===== config.mk =====
export PLATFORM = sky130hd
export DESIGN_NAME = bresenham_line_generator_core_flat
export DESIGN_NICKNAME = d
export VERILOG_FILES = /design/src/sv/blg_pkg.sv /design/src/sv/blg_channels.sv /design/src/sv/bresenham_line_generator_core.sv /design/src/flat_wrapper.sv
export SDC_FILE = /design/constraint.sdc
export NUM_CORES = 1
export LEC_CHECK = 0
export BUFFER_PORTS_ARGS = -buffer_cell sky130_fd_sc_hd__buf_2
export CAP_MARGIN = 20
export CORE_MARGIN = 2
export CORE_UTILIZATION = 51
export DETAILED_ROUTE_END_ITERATION = 8
export PLACE_DENSITY = 0.77
export SYNTH_ARGS = -nofsm -noshare
export SYNTH_HDL_FRONTEND = slang
export SYNTH_SLANG_ARGS = --single-unit

===== constraint.sdc =====
create_clock -name i_clk -period 9.75 [get_ports i_clk]
set_input_delay 0.4875 -clock i_clk [delete_from_list [all_inputs] [get_ports i_clk]]
set_output_delay 0.4875 -clock i_clk [all_outputs]
set_load 0.005 [all_outputs]

===== src/sv/blg_pkg.sv =====
// shared constants, types and helpers for the bresenham line generator
// no dependencies; compiled first
package blg_pkg;

    localparam int COORD_BITS = 11;
    localparam int PITCH_BITS = 12;
    localparam int INDEX_BITS = 22;
    localparam int COLOR_BITS = 24;
    localparam int ERR_BITS   = COORD_BITS + 2;
    localparam int PROD_BITS  = COORD_BITS + PITCH_BITS;

    localparam logic [PITCH_BITS-1:0] PITCH_RESET = PITCH_BITS'(1024);

    typedef logic [COORD_BITS-1:0]    t_coord;
    typedef logic [PITCH_BITS-1:0]    t_pitch;
    typedef logic [INDEX_BITS-1:0]    t_index;
    typedef logic [COLOR_BITS-1:0]    t_color;
    typedef logic signed [ERR_BITS-1:0] t_err;

    typedef enum logic {
        CMD_START = 1'b0,
        CMD_STEP  = 1'b1
    } t_cmd;

    // one unit step along an axis, wrapping within the coordinate width
    function automatic t_coord step_coord(input t_coord v, input logic neg);
        t_coord one;
        one = t_coord'(1);
        return neg ? (v - one) : (v + one);
    endfunction

endpackage


===== src/sv/blg_channels.sv =====
// valid/ready channel interfaces: command input, pixel output, pitch write
// depends on blg_pkg
interface blg_in_if import blg_pkg::*; ();
    logic   valid;
    logic   ready;
    t_cmd   cmd;
    t_coord x_start;
    t_coord y_start;
    t_coord x_end;
    t_coord y_end;
    t_color pen_color;

    modport source (output valid, cmd, x_start, y_start, x_end, y_end, pen_color,
                    input ready);
    modport sink   (input valid, cmd, x_start, y_start, x_end, y_end, pen_color,
                    output ready);
endinterface

interface blg_out_if import blg_pkg::*; ();
    logic   valid;
    logic   ready;
    t_coord px;
    t_coord py;
    t_index pixel_index;
    t_color out_color;
    logic   last;

    modport source (output valid, px, py, pixel_index, out_color, last, input ready);
    modport sink   (input valid, px, py, pixel_index, out_color, last, output ready);
endinterface

interface blg_cfg_if import blg_pkg::*; ();
    logic   valid;
    logic   ready;
    t_pitch line_pitch;

    modport source (output valid, line_pitch, input ready);
    modport sink   (input valid, line_pitch, output ready);
endinterface


===== src/sv/bresenham_line_generator_core.sv =====
// bresenham line generator: line set-up and one pixel per step transfer
// depends on blg_pkg and the channel interfaces in blg_channels.sv
//
// usage
//   i_in carries commands. a start transfer (cmd = start) loads both
//   endpoints and the pen color and produces no pixel. each step transfer
//   (cmd = step) while a line is in progress produces one pixel on o_out;
//   a step with no line in progress is taken and dropped. a line of major
//   axis length n gives n+1 pixels, the final one with last set.
//   a start in the middle of a line abandons it and begins the new one.
//   i_cfg writes line_pitch (pixels per row) and is always ready; write it
//   only while no pixel is pending.
// timing
//   a pixel appears on o_out in the cycle after its step transfer. one
//   item is taken every cycle unless o_out stalls: the next pixel's error
//   term and coordinates come from a single add/compare pass on the line
//   registers, and the word index from one 11x12 multiply plus add ahead of the output register.
// reset and stall
//   i_rst_n is synchronous, active low: no line in progress, no pixel
//   pending, line_pitch back to 1024. when o_out stalls, the pixel holds in
//   the output register and i_in takes a new item in the cycle the pixel
//   is taken (ready = output register empty or being drained).
module bresenham_line_generator_core import blg_pkg::*; (
    input  logic i_clk,
    input  logic i_rst_n,
    blg_in_if.sink    i_in,
    blg_out_if.source o_out,
    blg_cfg_if.sink   i_cfg
);

    // line state
    t_coord r_cur_x, r_cur_y;
    t_coord r_abs_dx, r_abs_dy;
    t_err   r_err;
    logic   r_x_neg, r_y_neg, r_x_major;
    t_coord r_remaining;
    logic   r_active;
    t_color r_held_color;
    t_pitch r_line_pitch;

    // output register
    logic   r_out_valid;
    t_coord r_px, r_py;
    t_index r_pixel_index;
    t_color r_out_color;
    logic   r_last;

    logic in_xfer, is_start, step_fire, is_last;

    // start set-up
    logic   s_x_neg, s_y_neg, s_x_major;
    t_coord s_adx, s_ady, s_major, s_minor;
    t_err   s_err;

    // step advance
    t_coord   major, minor;
    logic     err_pos;
    t_err     n_err;
    t_coord   n_cur_x, n_cur_y;
    logic [PROD_BITS-1:0] prod, idx_sum;

    assign i_in.ready  = !r_out_valid || o_out.ready;
    assign i_cfg.ready = 1'b1;

    assign in_xfer   = i_in.valid && i_in.ready;
    assign is_start  = (i_in.cmd == CMD_START);
    assign step_fire = in_xfer && !is_start && r_active;
    assign is_last   = (r_remaining == '0);

    // deltas, step signs, major axis and initial error
    always_comb begin
        s_x_neg   = i_in.x_end < i_in.x_start;
        s_y_neg   = i_in.y_end < i_in.y_start;
        s_adx     = s_x_neg ? (i_in.x_start - i_in.x_end) : (i_in.x_end - i_in.x_start);
        s_ady     = s_y_neg ? (i_in.y_start - i_in.y_end) : (i_in.y_end - i_in.y_start);
        s_x_major = s_adx >= s_ady;
        s_major   = s_x_major ? s_adx : s_ady;
        s_minor   = s_x_major ? s_ady : s_adx;
        // minor - major/2, halving truncated
        s_err     = $signed({2'b00, s_minor}) - $signed({3'b000, s_major[COORD_BITS-1:1]});
    end

    // next error term and coordinates for one step
    always_comb begin
        major   = r_x_major ? r_abs_dx : r_abs_dy;
        minor   = r_x_major ? r_abs_dy : r_abs_dx;
        err_pos = (r_err > $signed(t_err'(0)));
        n_err   = r_err + $signed({2'b00, minor})
                  - (err_pos ? $signed({2'b00, major}) : $signed(t_err'(0)));
        n_cur_x = r_cur_x;
        n_cur_y = r_cur_y;
        if (r_x_major) begin
            n_cur_x = step_coord(r_cur_x, r_x_neg);
            if (err_pos) begin
                n_cur_y = step_coord(r_cur_y, r_y_neg);
            end
        end else begin
            n_cur_y = step_coord(r_cur_y, r_y_neg);
            if (err_pos) begin
                n_cur_x = step_coord(r_cur_x, r_x_neg);
            end
        end
    end

    // framebuffer word index, wraps to its field width
    always_comb begin
        prod    = r_cur_y * r_line_pitch;
        idx_sum = prod + PROD_BITS'(r_cur_x);
    end

    always_ff @(posedge i_clk) begin
        if (!i_rst_n) begin
            r_active     <= 1'b0;
            r_remaining  <= '0;
            r_out_valid  <= 1'b0;
            r_line_pitch <= PITCH_RESET;
            r_cur_x      <= '0;
            r_cur_y      <= '0;
            r_abs_dx     <= '0;
            r_abs_dy     <= '0;
            r_err        <= '0;
            r_x_neg      <= 1'b0;
            r_y_neg      <= 1'b0;
            r_x_major    <= 1'b0;
            r_held_color <= '0;
        end else begin
            if (i_cfg.valid && i_cfg.ready) begin
                r_line_pitch <= i_cfg.line_pitch;
            end

            if (in_xfer && is_start) begin
                r_x_neg      <= s_x_neg;
                r_y_neg      <= s_y_neg;
                r_abs_dx     <= s_adx;
                r_abs_dy     <= s_ady;
                r_x_major    <= s_x_major;
                r_err        <= s_err;
                r_cur_x      <= i_in.x_start;
                r_cur_y      <= i_in.y_start;
                r_remaining  <= s_major;
                r_held_color <= i_in.pen_color;
                r_active     <= 1'b1;
            end else if (step_fire) begin
                if (is_last) begin
                    r_active <= 1'b0;
                end else begin
                    r_remaining <= r_remaining - t_coord'(1);
                    r_err       <= n_err;
                    r_cur_x     <= n_cur_x;
                    r_cur_y     <= n_cur_y;
                end
            end

            if (step_fire) begin
                r_out_valid <= 1'b1;
            end else if (o_out.ready) begin
                r_out_valid <= 1'b0;
            end
        end
    end

    // pixel payload, loaded on each step transfer
    always_ff @(posedge i_clk) begin
        if (step_fire) begin
            r_px          <= r_cur_x;
            r_py          <= r_cur_y;
            r_pixel_index <= idx_sum[INDEX_BITS-1:0];
            r_out_color   <= r_held_color;
            r_last        <= is_last;
        end
    end

    assign o_out.valid       = r_out_valid;
    assign o_out.px          = r_px;
    assign o_out.py          = r_py;
    assign o_out.pixel_index = r_pixel_index;
    assign o_out.out_color   = r_out_color;
    assign o_out.last        = r_last;

    // a new pixel only ever follows a step taken during a line
    a_pixel_from_step: assert property (@(posedge i_clk) disable iff (!i_rst_n)
        $rose(r_out_valid) |-> $past(step_fire))
        else $error("pixel appeared without a step transfer");

    // the final pixel ends the line
    a_last_ends_line: assert property (@(posedge i_clk) disable iff (!i_rst_n)
        step_fire && is_last |=> !r_active)
        else $error("line still active after its final pixel");

    // an idle generator has no pixels left to count
    a_idle_count_zero: assert property (@(posedge i_clk) disable iff (!i_rst_n)
        !r_active |-> (r_remaining == '0))
        else $error("pixel count nonzero while idle");

endmodule

===== src/flat_wrapper.sv =====
// flat-port wrapper written by rule: the top's interface ports become plain ports
module bresenham_line_generator_core_flat import blg_pkg::*;
  (i_clk, i_rst_n, i_in_valid, i_in_cmd, i_in_x_start, i_in_y_start, i_in_x_end, i_in_y_end, i_in_pen_color, i_in_ready, o_out_valid, o_out_px, o_out_py, o_out_pixel_index, o_out_out_color, o_out_last, o_out_ready, i_cfg_valid, i_cfg_line_pitch, i_cfg_ready);
  blg_in_if i_in_i ();
  blg_out_if o_out_i ();
  blg_cfg_if i_cfg_i ();
  input  logic i_clk;
  input  logic i_rst_n;
  input wire logic [$bits(i_in_i.valid)-1:0] i_in_valid;
  input wire logic [$bits(i_in_i.cmd)-1:0] i_in_cmd;
  input wire logic [$bits(i_in_i.x_start)-1:0] i_in_x_start;
  input wire logic [$bits(i_in_i.y_start)-1:0] i_in_y_start;
  input wire logic [$bits(i_in_i.x_end)-1:0] i_in_x_end;
  input wire logic [$bits(i_in_i.y_end)-1:0] i_in_y_end;
  input wire logic [$bits(i_in_i.pen_color)-1:0] i_in_pen_color;
  output wire logic [$bits(i_in_i.ready)-1:0] i_in_ready;
  output wire logic [$bits(o_out_i.valid)-1:0] o_out_valid;
  output wire logic [$bits(o_out_i.px)-1:0] o_out_px;
  output wire logic [$bits(o_out_i.py)-1:0] o_out_py;
  output wire logic [$bits(o_out_i.pixel_index)-1:0] o_out_pixel_index;
  output wire logic [$bits(o_out_i.out_color)-1:0] o_out_out_color;
  output wire logic [$bits(o_out_i.last)-1:0] o_out_last;
  input wire logic [$bits(o_out_i.ready)-1:0] o_out_ready;
  input wire logic [$bits(i_cfg_i.valid)-1:0] i_cfg_valid;
  input wire logic [$bits(i_cfg_i.line_pitch)-1:0] i_cfg_line_pitch;
  output wire logic [$bits(i_cfg_i.ready)-1:0] i_cfg_ready;
  assign i_in_i.valid = i_in_valid;
  assign i_in_i.cmd = i_in_cmd;
  assign i_in_i.x_start = i_in_x_start;
  assign i_in_i.y_start = i_in_y_start;
  assign i_in_i.x_end = i_in_x_end;
  assign i_in_i.y_end = i_in_y_end;
  assign i_in_i.pen_color = i_in_pen_color;
  assign i_in_ready = i_in_i.ready;
  assign o_out_valid = o_out_i.valid;
  assign o_out_px = o_out_i.px;
  assign o_out_py = o_out_i.py;
  assign o_out_pixel_index = o_out_i.pixel_index;
  assign o_out_out_color = o_out_i.out_color;
  assign o_out_last = o_out_i.last;
  assign o_out_i.ready = o_out_ready;
  assign i_cfg_i.valid = i_cfg_valid;
  assign i_cfg_i.line_pitch = i_cfg_line_pitch;
  assign i_cfg_ready = i_cfg_i.ready;
  bresenham_line_generator_core u_core (.i_clk(i_clk), .i_rst_n(i_rst_n), .i_in(i_in_i), .o_out(o_out_i), .i_cfg(i_cfg_i));
endmodule

==> flow_metrics.tcl, run 1 <==
set metrics [dict create \
    cts_buffers 17 \
    report.final.slew_viol_count 0 \
    fmax_ghz 0.148 \
    grt_use_met3 0.0409 \
    mostFrequentLayoutCells "inv_1 (220), nand2_1 (216), buf_2 (156)" \
    ys_seq_area_frac 0.276 \
    setup_viol 0 \
    synth-simple-area-share 0.144 \
    met2_usage 0.440 \
    slew_headroom 0.249 \
    wl_per_cell_um 17.5 \
    rows 63 \
    crit_top_cell "a21oi_1" \
    crit_type "primary input to flip-flop" \
    grt_pass1_vias 12635 \
    insertion_delay_ns 0.45 \
    finClkSkew_ns 0.0182 \
    place_area_sq_um 16500 \
    holdBufCountCts 0 \
    yosys-top-cells-area "fa_1 (15%), dfxtp_1 (14%), edfxtp_1 (13%)" \
    drive_gt1_frac 0.134 \
    nNetsFinal 2192 \
    vias 12542 \
    cts_max_level 4 \
    path_max_fanout 20 \
    grt_usage 0.255 \
    synth_mux_area_frac 0.0399 \
    synth-xor-area-share 0.0452 \
    crit_path_end_kind "flip-flop" \
    antenna_found_initial 0 \
    start_kind "primary input" \
    core-area_sq_um 29700 \
    area_growth_pct 10.6 \
    slowest_stage "or4_1" \
    viasPerCell 5.60 \
    required_ns 10.10 \
    cts_setup_buffers 0 \
    overflow 0 \
    ff_latch_area_sq_um 4250 \
    die_w_um 178 \
    worst_pin_slew_ns 1.12 \
    cts_num_sinks 178 \
    dr.pass1.iters 7 \
    synth.distinct_cells 73 \
    grt_max_degree 82 \
    cp.arrival_ns 7.10 \
    multi_input_area_sq_um 10000 \
    synth_compound_area_frac 0.143 \
    gp_congestion 0.929 \
    setup-tns-final_ns 0 \
    grt_pass1_wl_um 63600 \
    cpPeakStageDelay_ns 0.50 \
    cts_tree "built" \
    drt-total-wl_um 39300 \
    floorplan.initialDensity 0.520 \
    drt-initial-drc-count 867 \
    ios 158 \
    period_minus_slack_ns 6.75 \
    final_cell_area_sq_um 17100 \
    post_cts_resized 0 \
    netlist_instances 1727 \
    synth_top_family_by_area "adder cells" \
    syn_area_per_cell_sq_um 8.94 \
    async_flop_share 0 \
    cellPowerDensity_nw_per_um2 188 \
    synth_area_leader_cell "fa_1" \
    status "completed" \
    numPortBuffers 156 \
    fillers 2605 \
    period_share 0.692 \
    synthesis.nets 2084 \
    vdd_drop_max_uv 173 \
    die_h_um 178 \
    use_met1 0.315 \
    hold_viol_final 0 \
    synth_seq_cells 178 \
    ant_nets 0 \
    clk_pin_slew_ns 0.08 \
    ys.flop_type "dfxtp_1" \
    cp_top_family "compound AO/OA/AOI/OAI gates" \
    rsz0062_at_grt "no" \
    cts_root_buffer "clkbuf_16" \
    p_leak_uw 0.00777 \
    maxCapViolations 0 \
    busiest_layer "met2" \
    layout_commonest_cell "inv_1" \
    ctsLongestPathBuffers 2 \
    yosys_warnings 0 \
    synthAdderAreaFrac 0.276 \
    hold_path.class "primary input to flip-flop" \
    path_buf_inv 6 \
    yosysTopAreaCellShare 0.152 \
    drc_errors 0 \
    fin_hold_ws_ns 0.277 \
    die-area_sq_um 31700 \
    synth_edf_count 69 \
    syn_area_sq_um 15400 \
    hpwl_um 30100 \
]
-- synthesized netlist by cell type (16+ instances only) --
cell type  count
dfxtp_1      109
mux2_2        24
nor2_1       115
mux2i_1       32
nor3_1        26
nand3_1       20
xnor2_1       54
o21a_1        16
ha_1         154
inv_1        221
a21o_1        20
a21oi_1      119
edfxtp_1      69
and2_1        45
nor2b_1       17
o21ai_0       68
a211oi_1      42
fa_1         117
clkbuf_1      57
xor2_1        22
nand2_1      216
-- worst reg2reg max path: stages, from the launching register on --
cell and delay, ns:
dfxtp_1 0.71, nand2_1 0.17, fa_1 0.56, inv_1 0.04
ha_1 0.18, fa_1 0.47, inv_1 0.05, fa_1 0.49
fa_1 0.49, inv_1 0.05, ha_1 0.33, o211ai_1 0.12
o21ai_0 0.16, o311ai_0 0.60, a41oi_1 0.33, o31a_1 0.36
nand3_1 0.10, nand2_1 0.06, a21oi_1 0.30, xnor2_1 0.10
-- metal layers --
layer / share of wire / vias to the layer above / wire length, um
li1: - / 6006 / -
met1: 0.42 / 6018 / 16300
met2: 0.49 / 430 / 19200
met3: 0.056 / 88 / 2200
met4: 0.038 / 0 / 1480
met5: 0 / - / 0
-- path summary, 6_finish.rpt --
kind | cells past startpoint | slack, ns | start | end
worst min-delay path | 3 | 0.28 | i_in_pen_color[11] | u_core.r_held_color[11]
worst max-delay path | 32 | 3.00 | i_in_x_end[8] | u_core.r_err[10]
worst min register to register | 0 | 0.44 | u_core.r_held_color[0] | u_core.o_out.out_color[0]
worst max register to register | 19 | 3.83 | u_core.r_cur_y[2] | u_core.o_out.pixel_index[20]
-- logic make-up (layout without fill, tap and decap cells) --
logic type                 Yosys count  count (layout)
adders and majority gates          271             271
muxes                               58              58
xor gates and xnor gates            78              78
buffers and inverters              299             420
DFF                                178             178
AOI/OAI and AO/OA                  349             349
other                                1               2
and+or+nand+nor                    493             493
-- flip-flops by register name, summed over array words and instances (netlist names), 12 cells and up --
register / flops
u_core.o_out.out_color: 24
u_core.r_err: 13
u_core.o_out.pixel_index: 22
u_core.r_held_color: 24
u_core.r_line_pitch: 12
-- where the power goes --
group / internal (uW) / switching [uW] / leakage [uW]
logic: 681 / 877 / 0.00596
clock network: 355 / 367 / 0.000301
registers: 842 / 86.6 / 0.00151
-- cell type report --
class                           instances  share of cell area
Clock inverter                         15              0.0118
Inverter                              223              0.0490
Tap cell                              390              0.0286
Antenna cell                            1            0.000146
Clock buffer                           17              0.0249
Sequential cell                       178               0.249
Timing Repair Buffer                  165              0.0497
Multi-Input combinational cell       1250               0.587
-- stage by stage --
step	instances	worst slack, ns	total power, uW	utilization
2_1_floorplan	1727	3.40	2120	-
3_3_place_gp	2206	2.78	2440	0.554
3_5_place_dp	2206	2.63	2480	0.554
4_1_cts	2238	3.08	3210	0.575
5_1_grt	2238	2.46	3440	0.575
6_report	2239	3.00	3210	0.575
Power figures use the tool's default switching activity.
==> run 2: changes to the inputs <==
==> constraint.sdc (replaced) <==
create_clock -name i_clk -period 6.5 [get_ports i_clk]
set_input_delay 0.325 -clock i_clk [delete_from_list [all_inputs] [get_ports i_clk]]
set_output_delay 0.325 -clock i_clk [all_outputs]
set_load 0.005 [all_outputs]
==> run 2 against run 1 <==
Effect of this change: final cell count rose by 1.4%; sequential share of layout area fell by 0.37 points; design area rose by 1.5%; global-route usage rose by 0.40 points; clock skew rose by 0.0013 ns; utilization rose by 0.86 points; largest power group unchanged.
==> flow_metrics.tcl, run 2 (synthesized netlist as in run 1, its figures left out) <==
set metrics [dict create \
    status "completed" \
    ant_nets 0 \
    core-area_sq_um 29700 \
    viasPerCell 5.57 \
    hold_viol_final 0 \
    worst_pin_slew_ns 1.05 \
    wl_met2_um 19700 \
    holdBufCountCts 0 \
    p_leak_uw 0.00794 \
    die-area_sq_um 31700 \
    path_max_fanout 18 \
    cp-startpoint "i_in_x_end[1]" \
    setup-tns-final_ns 0 \
    layout_commonest_cell "inv_1" \
    mostFrequentLayoutCells "inv_1 (220), nand2_1 (216), buf_2 (156)" \
    insertion_delay_ns 0.45 \
    period_share 0.885 \
    wl_per_cell_um 17.6 \
    fmax_ghz 0.174 \
    rr_startpoint "u_core.r_cur_y[3]" \
    place_area_sq_um 16700 \
    rsz0062_at_grt "no" \
    dr.pass1.iters 5 \
    rr_endpoint "u_core.o_out.pixel_index[20]" \
    post_cts_resized 0 \
    final_cell_area_sq_um 17300 \
    grt_pass1_wl_um 64400 \
    slowest_stage "or4_1" \
    cp-endpoint "u_core.r_err[10]" \
    crit_type "primary input to flip-flop" \
    drt-total-wl_um 40000 \
    p_switching_uw 2060 \
    met3_length_um 2030 \
    drc_errors 0 \
    report.final.slew_viol_count 0 \
    fin_ws_ns 0.745 \
    rows 63 \
    crit_path_end_kind "flip-flop" \
    clockPowerShare 0.225 \
    vdd_drop_max_uv 244 \
    antenna_found_initial 1 \
    ctsLongestPathBuffers 2 \
    fin_hold_ws_ns 0.107 \
    clk_pin_slew_ns 0.08 \
    power_frac_comb 0.500 \
    die_w_um 178 \
    seqPwrFrac 0.275 \
    cts_root_buffer "clkbuf_16" \
    ios 158 \
    setup_viol 0 \
    cellPowerDensity_nw_per_um2 290 \
    intPower_uw 2970 \
    cts_num_sinks 178 \
    hold_depth 3 \
    gp_congestion 0.899 \
    required_ns 6.85 \
    wl_met1_um 17100 \
    slew_headroom 0.297 \
    place_ws_ns 0.339 \
    vias 12646 \
    area_growth_pct 12.3 \
    hpwl_um 30900 \
    start_kind "primary input" \
    dr.max_layer_used "met4" \
    fillers 2592 \
    drt-initial-drc-count 784 \
    die_h_um 178 \
    r2r_cells 17 \
    grt_usage 0.259 \
    floorplan.initialDensity 0.520 \
    cpPeakStageDelay_ns 0.50 \
    finClkSkew_ns 0.0195 \
    nNetsFinal 2223 \
    cp.arrival_ns 6.11 \
    period_minus_slack_ns 5.75 \
    overflow 0 \
    rrSetupSlack_ns 0.81 \
    numPortBuffers 156 \
    cts_max_level 4 \
    cts_setup_buffers 0 \
    sw_frac_of_total 0.410 \
    cts_tree "built" \
    grt_max_degree 91 \
    grt_pass1_vias 12619 \
    crit_top_cell "a21oi_1" \
    maxCapViolations 0 \
    hold_path.class "primary input to flip-flop" \
    cts_buffers 17 \
    drive_gt1_frac 0.148 \
]
run 2: cell types whose count changed in the layout (fill, tap and decap cells not counted):
| cell | previous run | this run |
|---|---|---|
| buf_4 | 9 | 39 |
| buf_8 | 0 | 1 |
| bufinv_16 | 0 | 2 |
| clkbuf_8 | 0 | 1 |
| clkinv_2 | 0 | 1 |
| clkinv_4 | 1 | 0 |
| clkinv_8 | 6 | 3 |
| inv_12 | 3 | 1 |
| inv_6 | 4 | 2 |
| inv_8 | 1 | 5 |
run 2: metrics by stage:
stage	std cells	power, uW	util
after floorplan	1727	3180	-
after global placement	2236	3820	0.561
after detailed placement	2236	3870	0.561
after CTS	2268	5010	0.583
after global routing	2270	5390	0.584
final	2270	5030	0.584
run 2: worst min-delay path by stage:
| stage | startpoint | endpoint | slack, ns |
|---|---|---|---|
| after floorplan | u_core.r_held_color[0] | u_core.o_out.out_color[0] | 0.41 |
| after global placement | u_core.r_held_color[23] | u_core.o_out.out_color[23] | 0.41 |
| after detailed placement | u_core.r_held_color[3] | u_core.o_out.out_color[3] | 0.42 |
| after CTS | i_in_pen_color[21] | u_core.r_held_color[21] | 0.09 |
| after global routing | i_in_pen_color[3] | u_core.r_held_color[3] | 0.1 |
| final | i_in_pen_color[14] | u_core.r_held_color[14] | 0.11 |
run 2: worst max-delay path: cells and delay by family:
| family | cells | cell delay (ns) |
|---|---|---|
| compound gates | 16 | 2.97 |
| xor+xnor | 2 | 0.43 |
| fa+ha+maj | 3 | 0.96 |
| buf+inv | 4 | 0.49 |
| simple gates | 5 | 0.92 |
run 2: layer usage:
| metal | up-vias | track usage |
|---|---|---|
| li1 | 6060 | - |
| met3 | 75 | 0.0343 |
| met4 | 0 | 0.0929 |
| met2 | 366 | 0.445 |
| met1 | 6145 | 0.335 |
| met5 | - | 0 |
run 2: final cells by class:
| type | count | area, sq um | share of cell area |
|---|---|---|---|
| antenna | 1 | 2.50 | 0.000144 |
| clock buffer | 18 | 439 | 0.0253 |
| clock inverter | 14 | 204 | 0.0118 |
| inverter | 223 | 837 | 0.0483 |
| multi-input combinational | 1250 | 10000 | 0.578 |
| sequential | 178 | 4250 | 0.245 |
| tap | 390 | 488 | 0.0281 |
| timing repair buffer | 196 | 1090 | 0.0628 |
run 2: power groups by stage:
stage | logic [uW] | registers [uW] | clock network, uW
2_1_floorplan | 1830 | 1350 | 0
3_3_place_gp | 2410 | 1400 | 0
3_5_place_dp | 2460 | 1410 | 0
4_1_cts | 2480 | 1380 | 1150
5_1_grt | 2800 | 1390 | 1190
6_report | 2520 | 1380 | 1130
==> run 3: changes to the inputs <==
==> constraint.sdc (replaced) <==
create_clock -name i_clk -period 6.9 [get_ports i_clk]
set_input_delay 0.345 -clock i_clk [delete_from_list [all_inputs] [get_ports i_clk]]
set_output_delay 0.345 -clock i_clk [all_outputs]
set_load 0.005 [all_outputs]
==> run 3 against run 2 <==
Effect of this change: die area unchanged; flip-flop and latch count unchanged; sequential power decreased by 5%; design area is 0.80% lower; setup slack worse by 0.19 ns; count of clock-buffer cells in the layout rose by 1; utilization shrank 0.47 points; final cell count fell by 0.70%; hold slack gained 0.022 ns; register-to-register slack better by 0.20 ns; largest power group unchanged; highest routed layer unchanged.
==> flow_metrics.tcl, run 3 (synthesized netlist as in run 1, its figures left out) <==
set metrics [dict create \
    status "completed" \
    hold_viol_final 0 \
    clockPowerShare 0.225 \
    required_ns 7.25 \
    area_growth_pct 11.4 \
    vias 12688 \
    grt_max_degree 91 \
    ios 158 \
    maxCapViolations 0 \
    core-area_sq_um 29700 \
    fillers 2549 \
    report.final.slew_viol_count 0 \
    grt_pass1_wl_um 64900 \
    nNetsFinal 2207 \
    final_cell_area_sq_um 17200 \
    drc_errors 0 \
    rr_endpoint "u_core.o_out.pixel_index[20]" \
    crit_type "primary input to flip-flop" \
    intPower_uw 2760 \
    period_share 0.920 \
    numPortBuffers 156 \
    slowest_stage "a31oi_2" \
    p_switching_uw 1900 \
    clk_pin_slew_ns 0.08 \
    rsz0062_at_grt "no" \
    start_kind "primary input" \
    final_util 0.579 \
    mostFrequentLayoutCells "inv_1 (220), nand2_1 (216), buf_2 (156)" \
    seqPwrFrac 0.281 \
    setup-tns-final_ns 0 \
    rows 63 \
    fmax_ghz 0.158 \
    slew_headroom 0.229 \
    place_area_sq_um 16600 \
    cts_tree "built" \
    ant_nets 0 \
    cts_buffers 17 \
    hpwl_um 30800 \
    viasPerCell 5.63 \
    cpPeakStageDelay_ns 0.64 \
    grt_usage 0.260 \
    hold_depth 3 \
    fin_ws_ns 0.553 \
    crit_top_cell "a21oi_1" \
    p_leak_uw 0.00785 \
    drive_gt1_frac 0.141 \
    crit_path_end_kind "flip-flop" \
    drt-total-wl_um 39700 \
    sw_frac_of_total 0.409 \
    cts_num_sinks 178 \
    cp.arrival_ns 6.70 \
    rrSetupSlack_ns 1.01 \
    power_frac_comb 0.494 \
    finClkSkew_ns 0.0138 \
    ctsLongestPathBuffers 2 \
    cts_setup_buffers 0 \
    cellPowerDensity_nw_per_um2 271 \
    cts_max_level 4 \
    fin_hold_ws_ns 0.128 \
    die-area_sq_um 31700 \
    dr.pass1.iters 6 \
    die_w_um 178 \
    cts_root_buffer "clkbuf_16" \
    hold_path.class "primary input to flip-flop" \
    gp_congestion 0.924 \
    post_cts_resized 0 \
    wl_per_cell_um 17.6 \
    r2r_cells 17 \
    die_h_um 178 \
    place_ws_ns 0.226 \
    overflow 0 \
    path_max_fanout 12 \
    insertion_delay_ns 0.45 \
    holdBufCountCts 0 \
    antenna_found_initial 0 \
    floorplan.initialDensity 0.520 \
    worst_pin_slew_ns 1.15 \
    setup_viol 0 \
    period_minus_slack_ns 6.35 \
    cp-endpoint "u_core.r_err[10]" \
    cp-startpoint "i_in_x_end[8]" \
    layout_commonest_cell "inv_1" \
    drt-initial-drc-count 800 \
    grt_pass1_vias 12954 \
    vdd_drop_max_uv 311 \
    rr_startpoint "u_core.r_cur_y[3]" \
]
[run 3: cell types whose count changed in the layout (fill, tap and decap cells not counted)]
cell / previous run / this run
clkinv_4: 0 / 2
inv_8: 5 / 4
inv_12: 1 / 0
clkbuf_1: 0 / 1
buf_8: 1 / 0
clkinv_2: 1 / 0
buf_4: 39 / 24
[run 3: worst max-delay path: cells and delay by family]
family                     cells  cell delay [ns]
muxes                          2             0.52
xor gates and xnor gates       2             0.38
AOI/OAI and AO/OA             11             2.50
and+or+nand+nor                6             1.12
buffers and inverters          5             0.51
adders and majority gates      4             1.32
[run 3: cell type report]
| cell class | instances | area, sq um | area share |
|---|---|---|---|
| diodes | 1 | 2.50 | 0.000145 |
| multi-input cells | 1250 | 10000 | 0.583 |
| repair buffers | 180 | 961 | 0.0559 |
| clock inverters | 13 | 189 | 0.0110 |
| clock buffers | 19 | 443 | 0.0257 |
| inverters | 223 | 837 | 0.0487 |
| flip-flops and latches | 178 | 4250 | 0.247 |
| well taps | 390 | 488 | 0.0284 |
[run 3: metrics by stage]
| stage | cells | total power, uW |
|---|---|---|
| floorplan | 1727 | 3000 |
| global placement | 2220 | 3530 |
| detailed placement | 2221 | 3580 |
| CTS | 2253 | 4640 |
| global route | 2253 | 4980 |
| finish | 2254 | 4660 |
[run 3: power groups by stage]
stage                     Sequential [uW]  Clock (uW)  Combinational, uW
final                                1310        1050               2300
after global routing                 1320        1100               2560
after detailed placement             1330           0               2250
after floorplan                      1270           0               1730
after global placement               1330           0               2200
after CTS                            1310        1060               2270
[run 3: worst min-delay path by stage]
stage                     slack [ns]                    endpoint                     from
after global routing            0.13     u_core.r_held_color[11]       i_in_pen_color[11]
final                           0.13     u_core.r_held_color[20]       i_in_pen_color[20]
after floorplan                 0.41   u_core.o_out.out_color[0]   u_core.r_held_color[0]
after detailed placement        0.42  u_core.o_out.out_color[15]  u_core.r_held_color[15]
after CTS                       0.12     u_core.r_line_pitch[10]     i_cfg_line_pitch[10]
after global placement          0.41  u_core.o_out.out_color[20]  u_core.r_held_color[20]
[run 3: per-layer routing]
| metal | vias up | part of all wire | GRT usage |
|---|---|---|---|
| met2 | 383 | 0.49 | 0.451 |
| met4 | 0 | 0.033 | 0.101 |
| li1 | 6029 | - | - |
| met5 | - | 0 | 0 |
| met1 | 6186 | 0.43 | 0.328 |
| met3 | 90 | 0.049 | 0.0358 |
